**src/rtl/mdio_clause22_bit_master_defines.svh**
```systemverilog
// Assertion macros for the MDIO bit master RTL.
`ifndef MDIO_CLAUSE22_BIT_MASTER_DEFINES_SVH
`define MDIO_CLAUSE22_BIT_MASTER_DEFINES_SVH

`ifndef ASSERT_OFF

// Check that a property holds at every clock edge outside reset.
`define MDC22_ASSERT(label, clk, rst, prop, msg) \
  label: assert property (@(posedge clk) disable iff (rst) (prop)) else $error(msg);

// Check that an expression never becomes true outside reset.
`define MDC22_NEVER(label, clk, rst, expr, msg) \
  label: assert property (@(posedge clk) disable iff (rst) !(expr)) else $error(msg);

`else

`define MDC22_ASSERT(label, clk, rst, prop, msg)
`define MDC22_NEVER(label, clk, rst, expr, msg)

`endif

`endif

```
**src/rtl/mdc22_pkg.sv**
```systemverilog
// Types and constants of the MDIO Clause 22 bit master.
package mdc22_pkg;

  // Request kinds carried with each slot
  localparam logic [1:0] MODE_PLAIN = 2'd0;
  localparam logic [1:0] MODE_READ  = 2'd1;
  localparam logic [1:0] MODE_WRITE = 2'd2;

  // Clause 22 opcodes
  localparam logic [1:0] OP_READ  = 2'b10;
  localparam logic [1:0] OP_WRITE = 2'b01;

  localparam int DATA_BITS   = 16;
  localparam int FLUSH_SLOTS = 32;
  localparam int ADDR_BITS   = 5;
  localparam logic [DATA_BITS-1:0] ERR_DATA = 16'hFFFF;

  // Slot offsets after the preamble
  localparam int SLOT_START0   = 0;
  localparam int SLOT_START1   = 1;
  localparam int SLOT_HDR_END  = 14;  // first slot after opcode and addresses
  localparam int HDR_TOP_BIT   = 29;  // shift bit index plus offset for header slots
  localparam int SLOT_TA       = 14;
  localparam int SLOT_TA_LOW   = 15;
  localparam int SLOT_WD_END   = SLOT_TA_LOW + 1 + DATA_BITS;   // 32
  localparam int WD_TOP_BIT    = SLOT_WD_END - 1;              // 31
  localparam int SLOT_RD_END   = SLOT_TA_LOW + DATA_BITS;      // 31
  localparam int SLOT_FLUSH_END = SLOT_TA + FLUSH_SLOTS;       // 46
  localparam int TAIL_SLOTS    = SLOT_FLUSH_END + 1;

  localparam int SHIFT_BITS = 2 + 2 * ADDR_BITS + DATA_BITS;  // 28

  typedef struct packed {
    logic [1:0]           mode;
    logic [ADDR_BITS-1:0] phy_addr;
    logic [ADDR_BITS-1:0] reg_addr;
    logic [DATA_BITS-1:0] write_data;
    logic                 line_in;
  } item_t;

  typedef struct packed {
    logic                 line_out;
    logic                 drive_enable;
    logic                 clock_pulse;
    logic                 busy_res;
    logic                 done_res;
    logic [DATA_BITS-1:0] read_data;
    logic                 turnaround_error;
  } result_t;

endpackage

```
**src/rtl/mdc22_in_reg.sv**
```systemverilog
// Input holding register of the MDIO bit master.
module mdc22_in_reg (
  input  logic              clk,
  input  logic              rst,
  input  logic              load,
  input  logic              drain,
  input  mdc22_pkg::item_t  item_in,
  output mdc22_pkg::item_t  item,
  output logic              valid
);

  always_ff @(posedge clk) begin
    if (rst) begin
      valid <= 1'b0;
    end else if (load) begin
      valid <= 1'b1;
    end else if (drain) begin
      valid <= 1'b0;
    end
  end

  always_ff @(posedge clk) begin
    if (load) begin
      item <= item_in;
    end
  end

endmodule

```
**src/rtl/mdc22_seq.sv**
```systemverilog
// Slot sequencer: transaction state and per-slot line decode.
module mdc22_seq #(
  parameter int PREAMBLE_BITS = 32
) (
  input  logic               clk,
  input  logic               rst,
  input  logic               advance,
  input  mdc22_pkg::item_t   item,
  output mdc22_pkg::result_t result,
  output logic               active,
  output logic [$clog2(PREAMBLE_BITS + mdc22_pkg::TAIL_SLOTS)-1:0] slot_count
);

  localparam int CW = $clog2(PREAMBLE_BITS + mdc22_pkg::TAIL_SLOTS);
  localparam int SB = mdc22_pkg::SHIFT_BITS;
  localparam int DB = mdc22_pkg::DATA_BITS;

  logic [CW-1:0] slot_count_next;
  logic          active_next;
  logic          is_write, is_write_next;
  logic [SB-1:0] out_shift, out_shift_next;
  logic [DB-1:0] in_shift, in_shift_next;
  logic          ta_failed, ta_failed_next;

  logic          start;
  logic          in_pre;
  logic [CW-1:0] rel;
  logic [4:0]    hdr_idx;
  logic [3:0]    wd_idx;
  logic          done;

  assign start   = !active && (item.mode == mdc22_pkg::MODE_READ ||
                               item.mode == mdc22_pkg::MODE_WRITE);
  assign in_pre  = slot_count < CW'(PREAMBLE_BITS);
  assign rel     = slot_count - CW'(PREAMBLE_BITS);
  assign hdr_idx = 5'(CW'(mdc22_pkg::HDR_TOP_BIT) - rel);
  assign wd_idx  = 4'(CW'(mdc22_pkg::WD_TOP_BIT) - rel);

  always_comb begin
    result           = '0;
    result.line_out  = 1'b1;
    done             = 1'b0;
    slot_count_next  = slot_count;
    active_next      = active;
    is_write_next    = is_write;
    out_shift_next   = out_shift;
    in_shift_next    = in_shift;
    ta_failed_next   = ta_failed;

    if (start) begin
      // first preamble slot of a new frame
      result.clock_pulse  = 1'b1;
      result.busy_res     = 1'b1;
      result.drive_enable = 1'b1;
      active_next     = 1'b1;
      is_write_next   = (item.mode == mdc22_pkg::MODE_WRITE);
      out_shift_next  = (item.mode == mdc22_pkg::MODE_WRITE) ?
        {mdc22_pkg::OP_WRITE, item.phy_addr, item.reg_addr, item.write_data} :
        {mdc22_pkg::OP_READ, item.phy_addr, item.reg_addr, {DB{1'b0}}};
      slot_count_next = CW'(1);
      ta_failed_next  = 1'b0;
      in_shift_next   = '0;
    end else if (active) begin
      result.clock_pulse = 1'b1;
      result.busy_res    = 1'b1;
      if (in_pre) begin
        result.drive_enable = 1'b1;
      end else if (rel == CW'(mdc22_pkg::SLOT_START0)) begin
        result.line_out     = 1'b0;
        result.drive_enable = 1'b1;
      end else if (rel == CW'(mdc22_pkg::SLOT_START1)) begin
        result.drive_enable = 1'b1;
      end else if (rel < CW'(mdc22_pkg::SLOT_HDR_END)) begin
        result.drive_enable = 1'b1;
        result.line_out     = out_shift[hdr_idx];
      end else if (is_write) begin
        if (rel == CW'(mdc22_pkg::SLOT_TA)) begin
          result.drive_enable = 1'b1;
        end else if (rel == CW'(mdc22_pkg::SLOT_TA_LOW)) begin
          result.line_out     = 1'b0;
          result.drive_enable = 1'b1;
        end else if (rel < CW'(mdc22_pkg::SLOT_WD_END)) begin
          result.drive_enable = 1'b1;
          result.line_out     = out_shift[wd_idx];
        end else begin
          done = 1'b1;
        end
      end else begin
        if (rel == CW'(mdc22_pkg::SLOT_TA)) begin
          ta_failed_next = item.line_in;
        end else if (ta_failed) begin
          if (rel >= CW'(mdc22_pkg::SLOT_FLUSH_END)) begin
            done = 1'b1;
          end
        end else if (rel < CW'(mdc22_pkg::SLOT_RD_END)) begin
          in_shift_next = {in_shift[DB-2:0], item.line_in};
        end else begin
          done = 1'b1;
        end
      end

      if (done) begin
        result.done_res = 1'b1;
        if (!is_write) begin
          result.read_data        = ta_failed ? mdc22_pkg::ERR_DATA : in_shift;
          result.turnaround_error = ta_failed;
        end
        active_next     = 1'b0;
        slot_count_next = '0;
      end else begin
        slot_count_next = slot_count + CW'(1);
      end
    end
  end

  always_ff @(posedge clk) begin
    if (rst) begin
      active     <= 1'b0;
      slot_count <= '0;
      is_write   <= 1'b0;
      ta_failed  <= 1'b0;
    end else if (advance) begin
      active     <= active_next;
      slot_count <= slot_count_next;
      is_write   <= is_write_next;
      ta_failed  <= ta_failed_next;
    end
  end

  always_ff @(posedge clk) begin
    if (rst) begin
      out_shift <= '0;
      in_shift  <= '0;
    end else if (advance) begin
      out_shift <= out_shift_next;
      in_shift  <= in_shift_next;
    end
  end

endmodule

```
**src/rtl/mdio_clause22_bit_master.sv**
```systemverilog
// A slot request is held in the input register; a sequencer step then writes its result to the result register.
// Throughput: one slot request per clock cycle, sustained while the result side takes one.
// That rate is set by the single sequencer step between input and result registers.
// Reset empties both registers and returns the sequencer to idle with all state cleared.
// While a result waits untaken the input side stays ready only if the input register is empty.
`include "mdio_clause22_bit_master_defines.svh"

module mdio_clause22_bit_master #(
  parameter int PREAMBLE_BITS = 32
) (
  input  logic        clk,
  input  logic        rst,
  // Slot request stream
  input  logic        s_tvalid,
  output logic        s_tready,
  // [4:0] phy_addr, [9:5] reg_addr, [25:10] write_data, [26] line_in, [31:27] zero
  input  logic [31:0] s_tdata,
  // [1:0] mode
  input  logic [1:0]  s_tuser,
  // Slot result stream
  output logic        m_tvalid,
  input  logic        m_tready,
  // [0] line_out, [1] drive_enable, [2] clock_pulse, [3] busy_res, [4] done_res,
  // [20:5] read_data, [23:21] zero
  output logic [23:0] m_tdata,
  // [0] turnaround_error
  output logic [0:0]  m_tuser
);

  localparam int CW = $clog2(PREAMBLE_BITS + mdc22_pkg::TAIL_SLOTS);

  mdc22_pkg::item_t   item_in;
  mdc22_pkg::item_t   item;
  mdc22_pkg::result_t seq_result;
  mdc22_pkg::result_t out_result;
  logic               in_valid;
  logic               advance;
  logic               load;
  logic               seq_active;
  logic [CW-1:0]      slot_count;

  // Unpack the request into its fields
  assign item_in.mode       = s_tuser;
  assign item_in.phy_addr   = s_tdata[4:0];
  assign item_in.reg_addr   = s_tdata[9:5];
  assign item_in.write_data = s_tdata[25:10];
  assign item_in.line_in    = s_tdata[26];

  // Step the sequencer whenever a request is held and the result register has room this cycle
  assign advance  = in_valid && (!m_tvalid || m_tready);
  assign s_tready = !in_valid || advance;
  assign load     = s_tvalid && s_tready;

  mdc22_in_reg u_in_reg (
    .clk     (clk),
    .rst     (rst),
    .load    (load),
    .drain   (advance),
    .item_in (item_in),
    .item    (item),
    .valid   (in_valid)
  );

  mdc22_seq #(
    .PREAMBLE_BITS (PREAMBLE_BITS)
  ) u_seq (
    .clk        (clk),
    .rst        (rst),
    .advance    (advance),
    .item       (item),
    .result     (seq_result),
    .active     (seq_active),
    .slot_count (slot_count)
  );

  // Result register: fill on a sequencer step, drop once taken
  always_ff @(posedge clk) begin
    if (rst) begin
      m_tvalid <= 1'b0;
    end else if (advance) begin
      m_tvalid <= 1'b1;
    end else if (m_tready) begin
      m_tvalid <= 1'b0;
    end
  end

  always_ff @(posedge clk) begin
    if (advance) begin
      out_result <= seq_result;
    end
  end

  // Pack the result fields
  assign m_tdata = {3'b000, out_result.read_data, out_result.done_res,
                    out_result.busy_res, out_result.clock_pulse,
                    out_result.drive_enable, out_result.line_out};
  assign m_tuser = out_result.turnaround_error;

  // Hold the input side only when a request waits behind an untaken result
  `MDC22_ASSERT(a_ready_only_on_stall, clk, rst,
    !s_tready |-> (in_valid && m_tvalid && !m_tready),
    "input stalled without a pending result")

  // A turnaround error always comes with done and the all-ones read word
  `MDC22_ASSERT(a_ta_error_result, clk, rst,
    (m_tvalid && m_tuser[0]) |-> (m_tdata[4] && m_tdata[20:5] == mdc22_pkg::ERR_DATA),
    "turnaround error without done or error data")

  // The slot counter never runs past the longest frame
  `MDC22_NEVER(a_slot_bound, clk, rst,
    seq_active && (slot_count >= CW'(PREAMBLE_BITS + mdc22_pkg::TAIL_SLOTS)),
    "slot counter beyond the end of a frame")

endmodule
```
**config.mk**
```make
export PLATFORM = sky130hd
export DESIGN_NAME = mdio_clause22_bit_master
export DESIGN_NICKNAME = d
export VERILOG_FILES = /design/src/rtl/mdc22_pkg.sv /design/src/rtl/mdc22_in_reg.sv /design/src/rtl/mdc22_seq.sv /design/src/rtl/mdio_clause22_bit_master.sv
export VERILOG_INCLUDE_DIRS = /design/src /design/src/rtl
export SDC_FILE = /design/constraint.sdc
export NUM_CORES = 1
export LEC_CHECK = 0
export BUFFER_PORTS_ARGS = -buffer_cell sky130_fd_sc_hd__buf_2
export CAP_MARGIN = 15
export CORE_ASPECT_RATIO = 0.75
export CORE_MARGIN = 2
export CORE_UTILIZATION = 57
export CTS_CLUSTER_DIAMETER = 60
export DETAILED_ROUTE_END_ITERATION = 6
export HOLD_SLACK_MARGIN = 0.05
export PLACE_DENSITY_LB_ADDON = 0.12
export SKIP_LAST_GASP = 1
export SLEW_MARGIN = 10
export SYNTH_ARGS = -nofsm -noshare
export SYNTH_HDL_FRONTEND = slang
export SYNTH_SLANG_ARGS = --single-unit
```
**constraint.sdc**
```tcl
create_clock -name clk -period 2.6 [get_ports clk]
set_input_delay 0.39 -clock clk [delete_from_list [all_inputs] [get_ports clk]]
set_output_delay 0.39 -clock clk [all_outputs]
set_load 0.02 [all_outputs]
```
==> impl_metrics.toml <==
[cts]
h-tree-depth = 3
cts.path.max_buffers = 2
cts_hold_buffers = 0
path_clk_slew_ns = 0.09
cts_buffers = 9
insertion_delay_ns = 0.37
cts_tree = "built"
clock-sinks = 105
root_buffer = "clkbuf_8"

[finish]
final_nets = 516
mostFrequentLayoutCells = "nand2_1 (67), buf_2 (56), dfxtp_1 (55)"
num_antenna_cells = 0
area_growth_pct = 15.0
register_area_um2 = 2600
multi_input_area_um2 = 1740
drive_above_1_share = 0.228
fillers = 607
layout_commonest_cell = "nand2_1"

[synth]
seq_area_frac_synth = 0.574
synth_top_area_frac = 0.331
ys_types = 48
synth_cells = 406
ys_ff_latch = 105
yosys-top-cells-area = "edfxtp_1 (33%), dfxtp_1 (24%), a21oi_1 (5.9%)"
synth_largest_area_cell = "edfxtp_1"
syn_area_per_cell_um2 = 11.2
syn_area_um2 = 4530
ys.warnings.count = 0

[min_path]
hold_start = "s_tdata[20]"
min_path_cells = 1
hp-class = "input pin to register"
hold_end = "u_in_reg.item[11]"

[die]
core_area_um2 = 7810
die_x_um = 107
io_pins = 65
fp.dieH_um = 81.2
rows = 28
initial_core_util = 0.580
die_area_um2 = 8690

[drt]
drtIter0Drc = 166
wl_per_cell_um = 14.6
first_pass_iters = 5
post_drt_via_cell_ratio = 5.62
drtAntennaViolNets = 0
wirelength_um = 8470
via_count = 3254
drcViolationCount = 0

[place]
place_ws_ns = 0.103
port_buffers = 56
hpwl_um = 5680
finalWeightedCongestion = 0.851

[setup_path]
critical_path_class = "register to register"
rr_startpoint = "u_seq.slot_count[1]"
cp.arrival_ns = 2.61
regToRegEndpoint = "m_tdata[0]"
required_ns = 2.71
timing.reg2reg.setup_slack_ns = 0.1
cp-start-kind = "register"
worstRegToRegCells = 6
crit_fanout = 15
critical_path.endpoint_type = "register"

[sta]
drv_slew = 0
skew_ns = 0.0131
fin_crit_sh = 0.963
final.setup.tns_ns = 0
finalSetupViolCount = 0
finalCriticalPeriod_ns = 2.50
rsz0062_at_grt = "false"
finalHoldViolations = 0
relSlewSlack = 0.544
worst_pin_slew_ns = 0.683
worst_slack_ns = 0.0959
max_freq_mhz = 399

[pwr]
peakVddDrop_uv = 476
p_per_area_nw_per_um2 = 592
leakagePower_nw = 1.87

[flow_run]
max_cap_viol_count = 0

[global_routing]
grt_overflow = 0
grt_max_degree = 50
antenna_found_initial = 0
grt_pass1_vias = 2952
grt_pass1_wl_um = 14000
grtUsageTotal = 0.208

[status]
outcome = "finished clean"
-- how the worst max path moves through the flow --
stage / from / end / slack (ns) / depth (start not counted)
floorplan: u_seq.slot_count[1] / m_tdata[0] / 0.20 / 7
global placement: u_seq.slot_count[1] / m_tdata[0] / 0.13 / 6
detailed placement: u_seq.slot_count[1] / m_tdata[0] / 0.10 / 8
CTS: u_seq.slot_count[1] / m_tdata[13] / 0.07 / 7
global route: u_seq.slot_count[1] / u_seq.slot_count[5] / 0.05 / 10
finish: u_seq.slot_count[1] / m_tdata[0] / 0.1 / 6
-- sequential cells by signal (all words and copies together), names as in the netlist --
register / cells
u_in_reg.valid: 1
u_seq.in_shift: 16
u_seq.slot_count: 7
m_tvalid: 1
u_seq.ta_failed: 1
m_tuser: 1
u_seq.out_shift: 28
u_in_reg.item: 29
m_tdata: 20
u_seq.active: 1
-- metrics by stage --
step	total power [mW]	utilization	hold slack, ns	cells	cell area (um2)
after floorplan	1.97	-	0.432	408	4540
after global placement	2.04	0.635	0.439	562	4960
after global routing	3.20	0.667	0.161	579	5210
final	3.09	0.667	0.184	579	5210
after CTS	3.11	0.664	0.171	578	5190
after detailed placement	2.04	0.635	0.447	562	4960
-- logic make-up after synthesis --
group / after synthesis / share of synthesized area
adders and majority gates: 9 / 0.0248
and+or+nand+nor: 144 / 0.151
AOI/OAI and AO/OA: 86 / 0.116
other: 1 / 0.000827
muxes: 18 / 0.0790
DFF: 105 / 0.574
buffers and inverters: 40 / 0.0480
xor gates and xnor gates: 3 / 0.00580
-- critical path, cell delays in order (launching register included) --
cell,delay [ns]
dfxtp_1,0.38
buf_12,0.17
mux4_1,0.58
mux4_2,0.46
mux2i_1,0.17
a211oi_1,0.06
or4_1,0.43
-- report_power, final --
part	internal (mW)	leakage (nW)	total (mW)	switching (mW)
Sequential	1.79	0.910	1.81	0.0214
Clock	0.559	0.113	1.08	0.523
Combinational	0.0671	0.846	0.195	0.128
-- cell type report --
class / instances / share of cell area
clock buffers: 12 / 0.0341
clock inverters: 4 / 0.00912
inverters: 9 / 0.00648
multi-input cells: 263 / 0.333
flip-flops and latches: 105 / 0.499
well taps: 105 / 0.0252
repair buffers: 81 / 0.0922
-- cell usage after synthesis (all sizes together) --
cell,count
a221o,1
xnor2,3
ha,9
and2,3
edfxtp,50
a22oi,3
conb,1
nand2,67
a21oi,53
mux2,1
mux4,12
or2b,1
o21ai,3
nand4bb,1
and3,2
and4b,1
nand2b,2
or4,4
o211ai,1
a211oi,2
nor2b,1
mux2i,5
a221oi,1
a21boi,1
and3b,1
a31o,1
nor4,1
nor2,12
nor3b,1
clkbuf,18
nor3,3
dfxtp,55
a22o,2
a31oi,1
inv,9
o21a,16
nand3b,2
nand3,38
buf,13
or3,2
o311ai,1
nand4,2
-- routing by layer --
metal	vias to the layer above	track usage	wire [um]
met4	0	0.0714	110
met5	-	0	0
met2	99	0.318	3830
met3	12	0.0610	527
li1	1585	-	-
met1	1558	0.286	4000
-- repair_timing --
action	CTS	global route
endpoints found under the setup margin	0	19
gates resized for setup	0	2
hold endpoints to repair	0	0
buffers inserted	0	1
Power figures use the tool's default switching activity.
